**src/rtl/core/xmix_pkg.sv**
```systemverilog
// Package for the crosspoint mixer: sizes, field offsets, codes, state encoding,
// controller/datapath command structs and the quarter-sine pan table.
// No dependencies.
package xmix_pkg;

  localparam int NUM_SOURCES = 64;
  localparam int NUM_DESTS   = 32;
  localparam int SAMPLE_BITS = 24;

  localparam int SRC_W   = $clog2(NUM_SOURCES);
  localparam int DEST_W  = $clog2(NUM_DESTS);
  localparam int TAB_AW  = SRC_W + DEST_W;
  localparam int TAB_DEPTH = NUM_SOURCES * NUM_DESTS;
  localparam int GAIN_W  = 16;
  localparam int PAN_W   = 16;
  localparam int PG_W    = 16;
  localparam int PRODW_W = GAIN_W + PG_W;
  localparam int COEF_W  = 18;
  localparam int ACC_W   = 48;
  localparam int MAC_W   = SAMPLE_BITS + COEF_W + 1;
  localparam int CNT_W   = TAB_AW;
  localparam int HWC_W   = 6;
  localparam int MASK_W  = 32;

  // Input item layout in tdata, lowest field first.
  localparam int SRC_LO  = 0;
  localparam int DST_LO  = SRC_LO + SRC_W;
  localparam int EN_BIT  = DST_LO + DEST_W;
  localparam int MUTE_BIT = EN_BIT + 1;
  localparam int GAIN_LO = MUTE_BIT + 1;
  localparam int PAN_LO  = GAIN_LO + GAIN_W;
  localparam int SMP_LO  = PAN_LO + PAN_W;
  localparam int IN_FIELDS_W = SMP_LO + SAMPLE_BITS;
  localparam int IN_DATA_W   = ((IN_FIELDS_W + 7) / 8) * 8;

  localparam int OUT_FIELDS_W = DEST_W + SAMPLE_BITS;
  localparam int OUT_DATA_W   = ((OUT_FIELDS_W + 7) / 8) * 8;

  localparam int CFG_DATA_W = 32;

  localparam logic [PRODW_W-1:0] COEF_FLOOR = PRODW_W'(5369);
  localparam logic [PRODW_W-1:0] COEF_ROUND = PRODW_W'(4096);
  localparam logic [DEST_W-1:0]  DEST_LAST  = DEST_W'(NUM_DESTS - 1);
  localparam logic [CNT_W-1:0]   CLEAR_LAST = CNT_W'(TAB_DEPTH - 1);

  localparam logic OP_WRITE  = 1'b0;
  localparam logic OP_SAMPLE = 1'b1;

  localparam logic CFG_HW_COUNT = 1'b0;
  localparam logic CFG_LOOPBACK = 1'b1;

  typedef enum logic [2:0] {
    ST_CLEAR,
    ST_IDLE,
    ST_WR_PAN,
    ST_WR_MUL,
    ST_WR_STORE,
    ST_MAC,
    ST_DRAIN,
    ST_EMIT
  } state_t;

  typedef struct packed {
    logic              load;
    logic              clear_en;
    logic [CNT_W-1:0]  clear_addr;
    logic              pg_en;
    logic              prod_en;
    logic              coef_wr;
    logic              mac_issue;
    logic              emit_load;
    logic [DEST_W-1:0] dest;
  } cmd_t;

  typedef struct packed {
    logic out_free;
    logic frame_end;
  } status_t;

  // Quarter-sine table: sin(k*pi/512) in Q1.15 from an integer Taylor series.
  localparam logic [63:0] HALF_PI_Q30 = 64'd1686629713;
  localparam logic [63:0] TAYLOR_DIV [8] = '{64'd6, 64'd20, 64'd42, 64'd72,
                                             64'd110, 64'd156, 64'd210, 64'd272};

  typedef logic [PG_W-1:0] sine_rom_t [256];

  function automatic logic [PG_W-1:0] sine_entry(input int unsigned k);
    logic [63:0] x;
    logic [63:0] t;
    longint      sum;
    x = (64'(k) * HALF_PI_Q30) / 64'd256;
    t = x;
    sum = longint'(x);
    for (int n = 0; n < 8; n++) begin
      t = (t * x) >> 30;
      t = (t * x) >> 30;
      t = t / TAYLOR_DIV[n];
      if (n % 2 == 0) sum = sum - longint'(t);
      else sum = sum + longint'(t);
    end
    if (sum < 0) sum = 0;
    sum = (sum + 16384) >>> 15;
    if (sum > 32768) sum = 32768;
    return PG_W'(sum);
  endfunction

  function automatic sine_rom_t build_sine_rom();
    sine_rom_t rom;
    for (int k = 0; k < 256; k++) begin
      rom[k] = sine_entry(k);
    end
    return rom;
  endfunction

  localparam sine_rom_t SINE_ROM = build_sine_rom();
  localparam logic [PG_W-1:0] SINE_TOP = sine_entry(256);

endpackage

```
**src/rtl/core/xmix_ctrl.sv**
```systemverilog
// Sequencer of the crosspoint mixer: clearing pass, crosspoint write steps,
// multiply-accumulate sweep and frame output sweep. Depends on xmix_pkg.
module xmix_ctrl (
  input  logic               clk,
  input  logic               rst,
  input  logic               in_valid,
  input  logic               in_op,
  output logic               in_ready,
  input  xmix_pkg::status_t  status,
  output xmix_pkg::cmd_t     cmd
);

  xmix_pkg::state_t state, state_next;
  logic [xmix_pkg::CNT_W-1:0] cnt, cnt_next;

  always_ff @(posedge clk) begin
    if (rst) begin
      state <= xmix_pkg::ST_CLEAR;
      cnt   <= '0;
    end else begin
      state <= state_next;
      cnt   <= cnt_next;
    end
  end

  always_comb begin
    state_next = state;
    cnt_next   = cnt;
    in_ready   = 1'b0;
    cmd        = '0;
    cmd.dest       = cnt[xmix_pkg::DEST_W-1:0];
    cmd.clear_addr = cnt;
    case (state)
      xmix_pkg::ST_CLEAR: begin
        cmd.clear_en = 1'b1;
        if (cnt == xmix_pkg::CLEAR_LAST) begin
          cnt_next   = '0;
          state_next = xmix_pkg::ST_IDLE;
        end else begin
          cnt_next = cnt + 1'b1;
        end
      end
      xmix_pkg::ST_IDLE: begin
        in_ready = 1'b1;
        if (in_valid) begin
          cmd.load = 1'b1;
          cnt_next = '0;
          if (in_op == xmix_pkg::OP_SAMPLE) state_next = xmix_pkg::ST_MAC;
          else state_next = xmix_pkg::ST_WR_PAN;
        end
      end
      xmix_pkg::ST_WR_PAN: begin
        cmd.pg_en  = 1'b1;
        state_next = xmix_pkg::ST_WR_MUL;
      end
      xmix_pkg::ST_WR_MUL: begin
        cmd.prod_en = 1'b1;
        state_next  = xmix_pkg::ST_WR_STORE;
      end
      xmix_pkg::ST_WR_STORE: begin
        cmd.coef_wr = 1'b1;
        state_next  = xmix_pkg::ST_IDLE;
      end
      xmix_pkg::ST_MAC: begin
        cmd.mac_issue = 1'b1;
        if (cnt[xmix_pkg::DEST_W-1:0] == xmix_pkg::DEST_LAST) begin
          cnt_next   = '0;
          state_next = xmix_pkg::ST_DRAIN;
        end else begin
          cnt_next = cnt + 1'b1;
        end
      end
      xmix_pkg::ST_DRAIN: begin
        if (cnt[0]) begin
          cnt_next = '0;
          if (status.frame_end) state_next = xmix_pkg::ST_EMIT;
          else state_next = xmix_pkg::ST_IDLE;
        end else begin
          cnt_next = cnt + 1'b1;
        end
      end
      xmix_pkg::ST_EMIT: begin
        if (status.out_free) begin
          cmd.emit_load = 1'b1;
          if (cnt[xmix_pkg::DEST_W-1:0] == xmix_pkg::DEST_LAST) begin
            cnt_next   = '0;
            state_next = xmix_pkg::ST_IDLE;
          end else begin
            cnt_next = cnt + 1'b1;
          end
        end
      end
      default: begin
        cnt_next   = '0;
        state_next = xmix_pkg::ST_IDLE;
      end
    endcase
  end

endmodule

```
**config.mk**
```make
export PLATFORM = sky130hd
export DESIGN_NAME = xmix_ctrl
export DESIGN_NICKNAME = d
export VERILOG_FILES = /design/src/rtl/core/xmix_pkg.sv /design/src/rtl/core/xmix_ctrl.sv
export SDC_FILE = /design/constraint.sdc
export NUM_CORES = 1
export LEC_CHECK = 0
export ABC_AREA = 1
export BUFFER_PORTS_ARGS = -buffer_cell sky130_fd_sc_hd__buf_2
export CELL_PAD_IN_SITES_DETAIL_PLACEMENT = 1
export CELL_PAD_IN_SITES_GLOBAL_PLACEMENT = 1
export CORE_ASPECT_RATIO = 0.5
export CORE_UTILIZATION = 35
export DETAILED_ROUTE_END_ITERATION = 6
export GPL_ROUTABILITY_DRIVEN = 0
export PLACE_DENSITY_LB_ADDON = 0.15
export RECOVER_POWER = 100
export SLEW_MARGIN = 20
export SYNTH_ARGS = -nofsm -noshare
export SYNTH_HDL_FRONTEND = slang
export SYNTH_SLANG_ARGS = --single-unit
```
**constraint.sdc**
```tcl
create_clock -name clk -period 2.23 [get_ports clk]
set_input_delay 0.446 -clock clk [delete_from_list [all_inputs] [get_ports clk]]
set_output_delay 0.446 -clock clk [all_outputs]
set_load 0.01 [all_outputs]
```
# Word level (Yosys, flattened, before mapping)
# Cells that the tools add are included.
# Widths: inputs -> output; s select.
dict set report classes {
  addsub 1
  eq_ne 15
  n_mux 25
  n_reduce_logical 4
}
# cell n
set ops {}
lappend ops {{$mux 11} 5}
lappend ops {{$pmux 11 s5} 1}
lappend ops {{$mux 3} 8}
lappend ops {{$pmux 3 s8} 1}
lappend ops {{$eq 3x3->1 const B} 4}
lappend ops {{$ne 2x2->1 const B} 6}
lappend ops {{$add 11x1->11 const B} 1}
lappend ops {{$eq 11x11->1 const B} 1}
lappend ops {{$mux 1} 10}
lappend ops {{$eq 3x2->1 const B} 2}
lappend ops {{$reduce_and 6->1} 1}
lappend ops {{$eq 5x5->1 const B} 1}
lappend ops {{$reduce_bool 5->1} 1}
lappend ops {{$eq 3x1->1 const B} 1}
lappend ops {{$logic_not 3->1} 1}
lappend ops {{$reduce_and 3->1} 1}
dict set report word_totals {
  regBits 14
}

# Longest topological paths before layout
dict set report depth {
  word_depth 4
  depth_mapped 12
  mapped_depth_nobuf 12
}

# Worst setup path after synthesis
# Ideal clock, no wire load.
dict set report synth_path {
  kind {register to register}
  start {register cnt[1] (netlist bit)}
  end {register cnt[10] (netlist bit)}
  setup_ns 0.123
  arrival_ns 1.541
  t_required_ns 2.107
  setup_slack_ns 0.566
  path_stages_with_launch 10
  cell_sequence {dfxtp_1 -> ha_1 -> nand2_1 -> nor2_1 -> ha_1 -> nor2_1 -> nor2_4 -> nand2_1 -> o21ai_1 -> nor2_1}
}
dict set report synth_between {
  elab_chain_len 4
  word_cells_on_any_way 8
}
# item line_no
set synth_lines {}
lappend synth_lines {{from (decl)} xmix_ctrl.sv:14} ;# logic [xmix_pkg::CNT_W-1:0] cnt, cnt_next;
lappend synth_lines {{from (signal assigned)} xmix_ctrl.sv:22} ;# cnt <= cnt_next;
lappend synth_lines {{$add 11x1->11 / $eq 5x5->1 (equally long branches)} n/a}
lappend synth_lines {{$mux 11} {xmix_ctrl.sv:66, xmix_ctrl.sv:85}}
lappend synth_lines {{$mux 11} xmix_ctrl.sv:83} ;# if (status.out_free) begin
lappend synth_lines {{$pmux 11 s5 *} xmix_ctrl.sv:33} ;# case (state)
# Every way passes the cells marked *; elsewhere a longest branch is shown, timed or not. The select of a mux whose other input is x is not followed.
# A chain may end at the register's enable or synchronous reset.

# Final worst setup path
dict set report layout_path {
  start {register cnt[1] (netlist bit)}
  end {register state[1]}
}
dict set report layout_between {
  elab_chain_len 3
  word_cells_on_any_way 6
}
# item line_no
set layout_lines {}
lappend layout_lines {{$eq 11x11->1 / $eq 5x5->1 (equally long branches)} {xmix_ctrl.sv:36, xmix_ctrl.sv:66, xmix_ctrl.sv:85}}
lappend layout_lines {{$ne 2x2->1 (no line)} n/a}
lappend layout_lines {{$reduce_and 6->1 (no line) *} n/a}
lappend layout_lines {{to (signal assigned)} xmix_ctrl.sv:18} ;# state <= xmix_pkg::ST_CLEAR;
lappend layout_lines {{to (signal assigned)} xmix_ctrl.sv:21} ;# state <= state_next;
lappend layout_lines {{to (decl)} xmix_ctrl.sv:13} ;# xmix_pkg::state_t state, state_next;
# Every way passes the cells marked *; elsewhere a longest branch is shown, timed or not.

==> results.yml <==
outcome:
  outcome: "completed"
sta:
  finalClockSkew_ns: 0.00285
  fin_tns_setup_ns: 0
  setup_viol: 0
  unrepaired_setup_endpoints_after_global_routing: "no"
  finalHoldWorstSlack_ns: 0.439
  max_slew_margin_pct: 65.3
  min_period_over_period_pct: 85.9
  fmax_mhz: 522
  timing.final.max_slew_violations: 0
  hold_viol: 0
  tightest_slew_ns: 0.519
  period_needed_ns: 1.92
layout:
  multiInputGateArea_sq_um: 654
  diodes: 0
  area_growth_pct: 12.0
  layout_commonest_cell: "nand2_1"
  final_net_count: 202
  fraction_of_final_layout_cells_sized_beyond_drive_strength_1_pct: 19.4
  register_area_sq_um: 280
  number_of_inserted_filler_cells_in_the_final_layout: 409
  most-common-layout-cells: "35 x nand2_1, 24 x nor2_1, 20 x clkbuf_1, 18 x inv_1, 14 x dfxtp_1"
  postLayoutCoreUtil_pct: 44.0
cts:
  cts_tree: "built"
  cts_buffer_depth: 2
  postCtsResizedCells: 0
  post_cts_buffers: 0
  clk_latency_ns: 0.24
  ctsHoldBuffers: 0
  cts_max_level: 1
  cts-buffers-inserted: 3
  cts_root_buffer: "clkbuf_8"
  clock_transition_at_the_register_clock_pins_on_the_worst_setup_and_hold_paths_after_cts_ns: 0.06
  numClockSinks: 14
grt:
  grt_pass1_vias: 1034
  antenna_found_initial: 0
  met1_usage_pct: 25.1
  first_pass_grt_wire_length_microns: 4800
  grt_max_degree: 12
  grt_use_total_pct: 19.0
  grt_remaining_overflow: 0
  met3_use_gr_pct: 4.84
  busiest_metal_layer_after_global_routing: "met2"
  met2_usage_pct: 30.3
floorplanning:
  initial_utilization_pct: 39.3
  die_area_sq_um: 3370
  floorplan.die.height_microns: 41.5
  io-pin-count: 30
  core_region_area_sq_um: 2780
  placementRows: 13
  floorplan.die.width_microns: 81.1
logic_synthesis:
  post_synth.cell_area_avg_sq_um: 6.55
  synthesis_stage_register_bit_count: 14
  synth_fp_nets: 176
  synthesis.area_sq_um: 1090
  synthDistinctLibCells: 24
  synth_cells: 167
  yosysWarningCount: 0
  part_of_the_yosys_area_used_for_sequential_elements_pct: 25.6
worst_setup_path:
  cp.arrival_ns: 2.05
  critPathMaxFanout: 6
  timing.rr.end: "state[1]$_SDFFE_PP0P_"
  start_kind: "flip-flop"
  worst_ep_required_time_ns: 2.37
  rrSetupSlack_ns: 0.31
  rr_worst_depth: 8
  worstReg2RegStart: "cnt[1]$_SDFFE_PP0P_"
  cp-end-kind: "flip-flop"
  critical_path_class: "reg -> reg"
hold_path:
  hold_class: "in -> reg"
  hold_path.startpoint: "rst"
  worst_hold_path.endpoint: "cnt[1]$_SDFFE_PP0P_"
  min_path_cells: 2
route:
  dr_pass1_iterations: 4
  via_per_inst: 4.86
  drt_iter0_drc: 18
  drt-wirelength-per-cell_microns: 12.7
  route.vias.total: 1108
  remaining_drc_errors: 0
  wirelength_microns: 2890
  detail_route_antenna_nets: 0
power:
  power_density_nw_per_um2: 924
  power_leakage_uw: 0.000572
  peak_supply_drop_v: 0.000364
run:
  max-cap-violations: 0
placed_design:
  io_buffers: 29
  dpl.hpwl_microns: 2330
[critical path: stages (launching register included)]
cell     delay (ns)
dfxtp_1        0.42
ha_1           0.20
nand2_1        0.10
nor2_1         0.44
nand3_1        0.19
nand2_1        0.16
nand2_2        0.09
o21ai_1        0.14
nor2_1         0.06
[worst max-delay path by stage]
stage / startpoint / endpoint / slack (ns)
CTS: cnt[1]$_SDFFE_PP0P_ / cnt[8]$_SDFFE_PP0P_ / 0.33
detailed placement: cnt[1]$_SDFFE_PP0P_ / cnt[8]$_SDFFE_PP0P_ / 0.38
floorplan: cnt[1]$_SDFFE_PP0P_ / cnt[10]$_SDFFE_PP0P_ / 0.57
global route: cnt[1]$_SDFFE_PP0P_ / state[1]$_SDFFE_PP0P_ / 0.12
global placement: cnt[1]$_SDFFE_PP0P_ / cnt[10]$_SDFFE_PP0P_ / 0.43
finish: cnt[1]$_SDFFE_PP0P_ / state[1]$_SDFFE_PP0P_ / 0.31
[Yosys cell counts]
| library cell | number | share of area [%] |
|---|---|---|
| xor2_1 | 1 | 0.80 |
| buf_6 | 1 | 1.0 |
| nand2_2 | 9 | 5.1 |
| a31oi_1 | 1 | 0.57 |
| nand2_1 | 34 | 12 |
| ha_1 | 3 | 3.4 |
| nor2_2 | 6 | 3.4 |
| buf_4 | 7 | 4.8 |
| inv_2 | 6 | 2.1 |
| o21ai_1 | 6 | 2.7 |
| nand4_4 | 1 | 1.9 |
| nand3_1 | 13 | 5.9 |
| xor2_2 | 1 | 1.5 |
| inv_1 | 16 | 5.5 |
| o211ai_1 | 2 | 1.4 |
| nor3_1 | 1 | 0.46 |
| dfxtp_1 | 14 | 26 |
| a21oi_1 | 11 | 5.0 |
| nor2_1 | 22 | 7.6 |
| o21ai_0 | 3 | 1.4 |
| nand3_2 | 3 | 2.7 |
| nor2_4 | 3 | 3.1 |
| nand2_4 | 1 | 1.0 |
| nand4_1 | 2 | 1.1 |
[registers in the layout, summed over array words and instances (netlist names)]
name and count:
cnt 11, state 3
[cell families (layout without fill, tap and decap cells)]
group                      count (synthesis)  after routing  share of synthesized area, %
AOI/OAI and AO/OA                         23             23                          11.1
and+or+nand+nor                           95             95                          44.2
DFF                                       14             14                          25.6
xor gates and xnor gates                   2              2                          2.29
adders and majority gates                  3              3                          3.43
buffers and inverters                     30             54                          13.4
[power breakdown]
group          switching [uW]  internal (uW)  total [uW]
logic                     391            184         575
registers                63.5            289         352
clock network            85.8            119         205
total                     540            592        1130
[metrics by stage]
| step | total power, uW | instances | area, sq um | setup slack [ns] |
|---|---|---|---|---|
| floorplan | 826 | 167 | 1090 | 0.566 |
| global placement | 944 | 225 | 1220 | 0.435 |
| detailed placement | 958 | 225 | 1220 | 0.381 |
| CTS | 1170 | 228 | 1260 | 0.331 |
| global route | 1240 | 228 | 1220 | 0.118 |
| finish | 1130 | 228 | 1220 | 0.315 |
[metal layers]
layer	routed length, microns	up-vias	part of all wire, %
met4	31	0	1.1
met1	1460	497	50
met2	1270	30	44
met5	0	-	0
met3	131	4	4.5
li1	-	577	-
[final cells by class]
type,count,share of cell area [%]
Multi-Input combinational cell,123,53.4
Sequential cell,14,22.9
Tap cell,37,3.78
Clock buffer,3,3.37
Inverter,22,6.74
Timing Repair Buffer,29,9.81
Power figures use the tool's default switching activity.
